File: config.mk
export PLATFORM = sky130hd
export DESIGN_NAME = ddo_divider
export DESIGN_NICKNAME = d
export VERILOG_FILES = /design/src/rtl/core/ddo_pkg.sv /design/src/rtl/core/ddo_divider.sv
export SDC_FILE = /design/constraint.sdc
export NUM_CORES = 1
export LEC_CHECK = 0
export BUFFER_PORTS_ARGS = -buffer_cell sky130_fd_sc_hd__buf_2
export CORE_AREA = 2 2 124 102
export DETAILED_ROUTE_END_ITERATION = 12
export DIE_AREA = 0 0 126 104
export GPL_ROUTABILITY_DRIVEN = 1
export PLACE_DENSITY_LB_ADDON = 0.1
export SKIP_LAST_GASP = 1
export SLEW_MARGIN = 15
export SYNTH_ARGS = -nofsm -noshare
export SYNTH_HDL_FRONTEND = slang
export SYNTH_SLANG_ARGS = --single-unit
File: constraint.sdc
create_clock -name clk -period 6.9 [get_ports clk]
set_input_delay 0.69 -clock clk [delete_from_list [all_inputs] [get_ports clk]]
set_output_delay 0.69 -clock clk [all_outputs]
set_load 0.03 [all_outputs]
File: src/rtl/core/ddo_pkg.sv
// Shared types, constants and tables of the differential drive odometry block.
package ddo_pkg;

    // Configuration register indexes.
    localparam int CFG_IDX_W = 8;
    localparam logic [CFG_IDX_W-1:0] REG_LEFT_TICK  = 8'd0;
    localparam logic [CFG_IDX_W-1:0] REG_RIGHT_TICK = 8'd1;
    localparam logic [CFG_IDX_W-1:0] REG_INV_TRACK  = 8'd2;

    // Register reset values.
    localparam logic [31:0] LEFT_TICK_RST  = 32'd75320;
    localparam logic [31:0] RIGHT_TICK_RST = 32'd60446;
    localparam logic [31:0] INV_TRACK_RST  = 32'd697515587;

    // Rotation datapath width and start vector (Q4.30, includes the gain).
    localparam int ROT_W = 34;
    localparam logic signed [ROT_W-1:0] ROT_X0 = 34'sd652032874;

    // Divider widths: magnitude of a scaled numerator and the denominator.
    localparam int NUM_W = 54;
    localparam int DEN_W = 33;

    // Scale from microseconds to seconds.
    localparam logic signed [ROT_W-1:0] US_PER_S = 34'sd1000000;

    // Sequencer states.
    typedef enum logic [3:0] {
        ST_IDLE,
        ST_MUL_L,
        ST_MUL_R,
        ST_SUM,
        ST_MUL_H,
        ST_HEAD,
        ST_ROT,
        ST_ROT_WAIT,
        ST_MUL_X,
        ST_MUL_Y,
        ST_POS_Y,
        ST_MUL_F,
        ST_DIV_F,
        ST_MUL_W,
        ST_DIV_W,
        ST_OUT
    } ddo_state_t;

    // Rotation unit result.
    typedef struct packed {
        logic                    done;
        logic signed [ROT_W-1:0] cos_v;
        logic signed [ROT_W-1:0] sin_v;
    } ddo_trig_t;

    // Divider result.
    typedef struct packed {
        logic             done;
        logic [NUM_W-1:0] quot;
    } ddo_quot_t;

    // Arctangent of 2^-i in units of 2^32 per turn.
    function automatic logic [31:0] atan_turns(input logic [4:0] idx);
        logic [31:0] v;
        case (idx)
            5'd0:  v = 32'd536870912;
            5'd1:  v = 32'd316933406;
            5'd2:  v = 32'd167458907;
            5'd3:  v = 32'd85004756;
            5'd4:  v = 32'd42667331;
            5'd5:  v = 32'd21354465;
            5'd6:  v = 32'd10679838;
            5'd7:  v = 32'd5340245;
            5'd8:  v = 32'd2670163;
            5'd9:  v = 32'd1335087;
            5'd10: v = 32'd667544;
            5'd11: v = 32'd333772;
            5'd12: v = 32'd166886;
            5'd13: v = 32'd83443;
            5'd14: v = 32'd41722;
            5'd15: v = 32'd20861;
            5'd16: v = 32'd10430;
            5'd17: v = 32'd5215;
            5'd18: v = 32'd2608;
            5'd19: v = 32'd1304;
            5'd20: v = 32'd652;
            5'd21: v = 32'd326;
            5'd22: v = 32'd163;
            5'd23: v = 32'd81;
            5'd24: v = 32'd41;
            5'd25: v = 32'd20;
            5'd26: v = 32'd10;
            5'd27: v = 32'd5;
            5'd28: v = 32'd3;
            5'd29: v = 32'd1;
            5'd30: v = 32'd1;
            default: v = 32'd0;
        endcase
        return v;
    endfunction

endpackage

File: src/rtl/core/ddo_divider.sv
// Restoring unsigned divider that retires one quotient bit per cycle.
module ddo_divider (
    input  logic                       clk,
    input  logic                       rst_n,
    input  logic                       start,
    input  logic [ddo_pkg::NUM_W-1:0]  num,
    input  logic [ddo_pkg::DEN_W-1:0]  den,
    output ddo_pkg::ddo_quot_t         res
);
    localparam int CNT_W = $clog2(ddo_pkg::NUM_W);

    logic                        busy_reg;
    logic                        done_reg;
    logic [CNT_W-1:0]            cnt_reg;
    logic [ddo_pkg::NUM_W-1:0]   num_reg;
    logic [ddo_pkg::DEN_W-1:0]   den_reg;
    logic [ddo_pkg::DEN_W-1:0]   rem_reg;

    logic [ddo_pkg::DEN_W:0]     trial;
    logic                        fits;

    // Bring down the next numerator bit and try the subtraction.
    assign trial = {rem_reg, num_reg[ddo_pkg::NUM_W-1]};
    assign fits  = (trial >= {1'b0, den_reg});

    always_ff @(posedge clk or negedge rst_n)
    begin
        if (!rst_n)
        begin
            busy_reg <= 1'b0;
            done_reg <= 1'b0;
            cnt_reg  <= '0;
        end
        else
        begin
            done_reg <= !start && busy_reg && (cnt_reg == CNT_W'(ddo_pkg::NUM_W - 1));
            if (start)
            begin
                busy_reg <= 1'b1;
                cnt_reg  <= '0;
            end
            else if (busy_reg)
            begin
                if (cnt_reg == CNT_W'(ddo_pkg::NUM_W - 1))
                begin
                    busy_reg <= 1'b0;
                end
                cnt_reg <= cnt_reg + 1'b1;
            end
        end
    end

    // The quotient bits shift into the numerator register from the right.
    always_ff @(posedge clk)
    begin
        if (start)
        begin
            num_reg <= num;
            den_reg <= den;
            rem_reg <= '0;
        end
        else if (busy_reg)
        begin
            num_reg <= {num_reg[ddo_pkg::NUM_W-2:0], fits};
            if (fits)
            begin
                rem_reg <= ddo_pkg::DEN_W'(trial - {1'b0, den_reg});
            end
            else
            begin
                rem_reg <= trial[ddo_pkg::DEN_W-1:0];
            end
        end
    end

    assign res.done = done_reg;
    assign res.quot = num_reg;

endmodule

### Word-level counts from Yosys, hierarchy flattened

Cells that the tools add are included.

| storage, ports and cells | value |
|---|---|
| memories kept | 0 |
| output and inout port bits | 55 |
| bits in read-only memories | 0 |
| bits of input ports | 90 |
| bits in latches | 0 |
| bits in writable memories | 0 |
| register bits | 128 |
| word-level logic and storage cells | 22 |

| cells by class | value |
|---|---|
| multipliers | 0 |
| multiplexer cells | 8 |
| add/subtract/negate cells | 2 |
| div/mod/pow operators | 0 |
| equality and inequality tests | 1 |
| shifts and indexed selects | 0 |
| bitwise logic cells | 0 |
| reduce and logical (&&, ||, !) cells | 4 |
| order comparisons | 1 |

Operator list:

| operator | number |
|---|---|
| 54-bit two-way mux | 2 |
| 34-bit by 33-bit >= comparator with 1-bit output | 1 |
| 33-bit two-way mux | 1 |
| 33-bit subtractor | 1 |
| 6-bit two-way mux | 2 |
| 6-bit by 1-bit adder with 6-bit output, second input constant | 1 |
| 6-bit equality test, second input constant | 1 |
| 1-bit two-way mux | 3 |
| 1-bit logical AND | 2 |
| 2-bit nonzero test | 1 |
| 1-bit zero test | 1 |

### Depth between registers and ports, before layout

| logic depth | value |
|---|---|
| depth after elaboration | 4 |
| depth in mapped cells | 14 |
| depth with buffers taken out | 13 |

### Worst setup path after synthesis

Ideal clock, no wire load.

| path | value |
|---|---|
| path type | register -> register |
| from | reg num_reg[53] (netlist bit) |
| to | reg num_reg[0] (netlist bit), data pin |
| buffers on the path | 1 |
| cell stages (with the launch flop) | 13 |
| setup time | 260 ps |
| arrival | 2848 ps |
| required time | 6640 ps |
| path slack | 3792 ps |
| clock period less this slack | 3108 ps |
| cell sequence | edfxtp_1 > inv_1 > ha_1 > inv_1 > fa_1 > a211oi_1 > o21ai_0 > a21boi_1 > o21ai_2 > a31oi_2 > o21bai_1 > clkbuf_1 > mux2_2 |

| on the way | value |
|---|---|
| longest elaborated chain between the ends | 3 |

RTL lines:

| item | line | source |
|---|---|---|
| from (decl) | ddo_divider.sv:15 | `logic [ddo_pkg::NUM_W-1:0] num_reg;` |
| from (signal assigned) | ddo_divider.sv:58 | `num_reg <= num;` |
| from (signal assigned) | ddo_divider.sv:64 | `num_reg <= {num_reg[ddo_pkg::NUM_W-2:0], fits};` |
| 34-bit by 33-bit >= comparator with 1-bit output | ddo_divider.sv:24 | `assign fits = (trial >= {1'b0, den_reg});` |
| 54-bit two-way mux | ddo_divider.sv:62 | `else if (busy_reg)` |
| 54-bit two-way mux | ddo_divider.sv:56 | `if (start)` |

No other way between the ends. The select of a mux whose other input is x is not followed.
A chain may end at the register's enable or synchronous reset.

### Worst setup path after layout

| path | value |
|---|---|
| from | reg num_reg[53] (netlist bit) |
| to | reg rem_reg[27] (netlist bit) |

| on the way | value |
|---|---|
| longest elaborated chain between the ends | 2 |
| elaborated cells on any way between the ends | 3 |
| those cells by class | add/sub: 1; order compare: 1; mux: 1 |

RTL lines:

| item | line | source |
|---|---|---|
| 33-bit subtractor or 34-bit by 33-bit >= comparator with 1-bit output (tied branches) | ddo_divider.sv:67, ddo_divider.sv:24 |  |
| 33-bit two-way mux * | ddo_divider.sv:65 | `if (fits)` |
| to (signal assigned) | ddo_divider.sv:67 | `rem_reg <= ddo_pkg::DEN_W'(trial - {1'b0, den_reg});` |
| to (signal assigned) | ddo_divider.sv:71 | `rem_reg <= trial[ddo_pkg::DEN_W-1:0];` |
| to (decl) | ddo_divider.sv:17 | `logic [ddo_pkg::DEN_W-1:0] rem_reg;` |

Every way passes the cells marked *; elsewhere a longest branch is shown, timed or not.

==> metrics.csv <==
metric;value;unit
status;finished clean;
WS Path Type;reg -> reg;
total CTS buffers;17;
max reg flops;54;
syn_nets;781;
fraction of post-synthesis cell area in the top cell type by area;37.51;%
IO Count;145;
Post-DP Area;7796;sq um
worst rel slew slack;46.36;%
Initial Utilization;58.56;%
Clk Latency, worst-skew pair;0.43;ns
worst-margin pin slew;0.8047;ns
Hold-fix buffers, CTS;0;
number of buffers added for setup after CTS;0;
Die H;104;um
H-tree depth;4;
DRT Pass-1 Iters;6;
WP depth;14;
mean post-synth cell area;10.63;sq um
Placed Cells;926;
Peak supply drop;0.0002731;V
Max-Cap Viols;0;
Reg clk slew, reported paths;0.06;ns
CP required;7.23;ns
# resized after CTS;0;
Ys Warns;0;
row count;36;
Startpoint Class;flop;
post-synth cell types;62;
Leakage Power;3.625;nW
HPWL Detailed;10.37;mm
Core Region;11890;sq um
Syn-to-layout area delta;20.46;%
gr usage total;23.41;%
number of buffers and inverters on the critical path;3;
EDFF count, synth;87;
Pwr Density;386.5;nW/um^2
endpoint class of the critical path;flop;
initial antenna violation count;0;
CP Cell Sequence;inv_1, ha_1, inv_1, fa_1, a211oi_1, o21ai_0, a21boi_1, o21ai_2, a31oi_2, nor2_1, nor2_2, buf_4, nand2_1, a311oi_2;
largest net degree at the start of global routing;76;
CP top delay family;compound AO/OA/AOI/OAI gates;
CP arrival;4.15;ns
clk sink count;128;
setup tns final;0;ns
RSZ-0062 raised after global routing;false;
WL/cell;15.62;um
Die Area;13100;sq um
vias in the first global route;5239;
asr flop ratio synth;6.250;%
crit-path max cell delay;0.55;ns
clk_skew;0.01140;ns
fin nets;919;
clock root buffer;clkbuf_16;
R2R cell count;14;
vias per std cell;5.736;
RePlAce Congestion;0.9069;
Final Non-Filler Cells;958;
#FFs+latches synth;128;
f_max;261.6;MHz
Yosys top cell by area;edfxtp_1;
Routed Antenna Nets;0;
worst hold path class;in -> async;
ranking of synthesized cells by area;edfxtp_1, dfxtp_1, mux2_2;
first-pass GRT wire length;24.82;mm
Post-Synthesis Cells;655;
CTS Buffer Depth;2;
ys flop type;edfxtp_1;
Die Width;126;um
Tmin final;3.823;ns
Critical-path top delay cell;nor2_2;
fin crit share;55.41;%
DR vias;5495;
Final Hold Viols;0;
Slew Viols, Final;0;
final setup fails;0;
Post-Syn Area;6964;sq um
crit-path max FO;17;
share of cells above drive strength 1;30.40;%
GR Overflow Total;0;
DRC Markers;0;
ANT cells;0;
most numerous cell on the critical path;inv_1;
PortBufs;144;
DRT Wirelength;14.97;mm
final hold slack;0.1003;ns
1st-iter DRT viols;543;
CTS tree;yes;
Seq/Total Area, Yosys;49.87;%
Design Area, Final;8389;sq um
## cell type report
type | count | area (sq um)
clock inverters | 15 | 167.7
clock buffers | 17 | 425.4
inverters | 43 | 161.4
flip-flops and latches | 128 | 3475
fillers | 855 | 3502
repair buffers | 149 | 760.7
well taps | 152 | 190.2
multi-input cells | 454 | 3209
## synth_stat cells (all sizes together) (10+ instances only)
library cell / instances
ha: 35
a21oi: 39
xor2: 13
a21o: 12
xnor2: 16
inv: 43
nand3: 10
nor2: 57
mux2: 54
nand2: 72
edfxtp: 87
clkbuf: 23
a311oi: 21
dfxtp: 33
o21ai: 29
## per-stage QoR
stage | setup WS, ns | util, % | total power [mW]
6_report | 3.077 | 70.55 | 3.243
5_1_grt | 2.679 | 70.55 | 3.444
4_1_cts | 3.032 | 70.55 | 3.241
3_5_place_dp | 3.048 | 65.56 | 2.321
3_3_place_gp | 3.269 | 65.56 | 2.296
2_1_floorplan | 3.792 | - | 2.038
## power breakdown
group / internal, mW / total (mW) / leakage, nW / switching [mW]
Combinational: 0.509 / 1.26 / 2.07 / 0.755
Clock: 0.565 / 0.909 / 0.288 / 0.345
Sequential: 0.973 / 1.07 / 1.27 / 0.0966
## layer usage
layer,share of wire [%],global-route usage [%]
met2,46,36.56
met3,6.6,7.613
met1,45,30.60
met5,0,0
met4,2.3,8.634
## logic make-up after synthesis
kind of cell / after synthesis / share of synthesized area [%]
buf+inv: 73 / 4.096
flops: 128 / 49.87
fa+ha+maj: 36 / 6.576
mux: 55 / 8.875
compound gates: 150 / 15.07
xor+xnor: 29 / 3.647
simple gates: 184 / 11.86
## layout by cell type (no fill, tap or decap), types with 4 or more instances in the layout
master,n
clkinv_2,4
xnor2_1,16
nand2b_1,6
dfxtp_1,33
xor2_1,13
nand3_1,10
clkbuf_16,17
buf_2,143
edfxtp_1,87
nor2_1,56
a311oi_1,20
o21a_1,4
o21ai_0,24
nand2_1,72
dfrtp_1,7
o21ai_1,4
ha_1,35
buf_4,6
mux2_2,54
nor3_1,4
a21o_1,12
nor3b_1,4
a21oi_1,38
and2_1,4
a211oi_1,8
a31oi_1,6
nor2b_1,8
inv_1,43
nand4_1,7
## path summary, 6_finish.rpt
| check | startpoint | end | slack [ns] |
|---|---|---|---|
| worst max-delay path | num_reg[53] | rem_reg[27] | 3.08 |
| worst min-delay path | rst_n | done_reg | 0.10 |
| worst max register to register | num_reg[53] | rem_reg[27] | 3.08 |
| worst min register to register | rem_reg[21] | rem_reg[21] | 0.50 |
| max in group asynchronous | rst_n | busy_reg | 6.61 |
| min in group clk | den[4] | den_reg[4] | 0.44 |
Power figures use the tool's default switching activity.
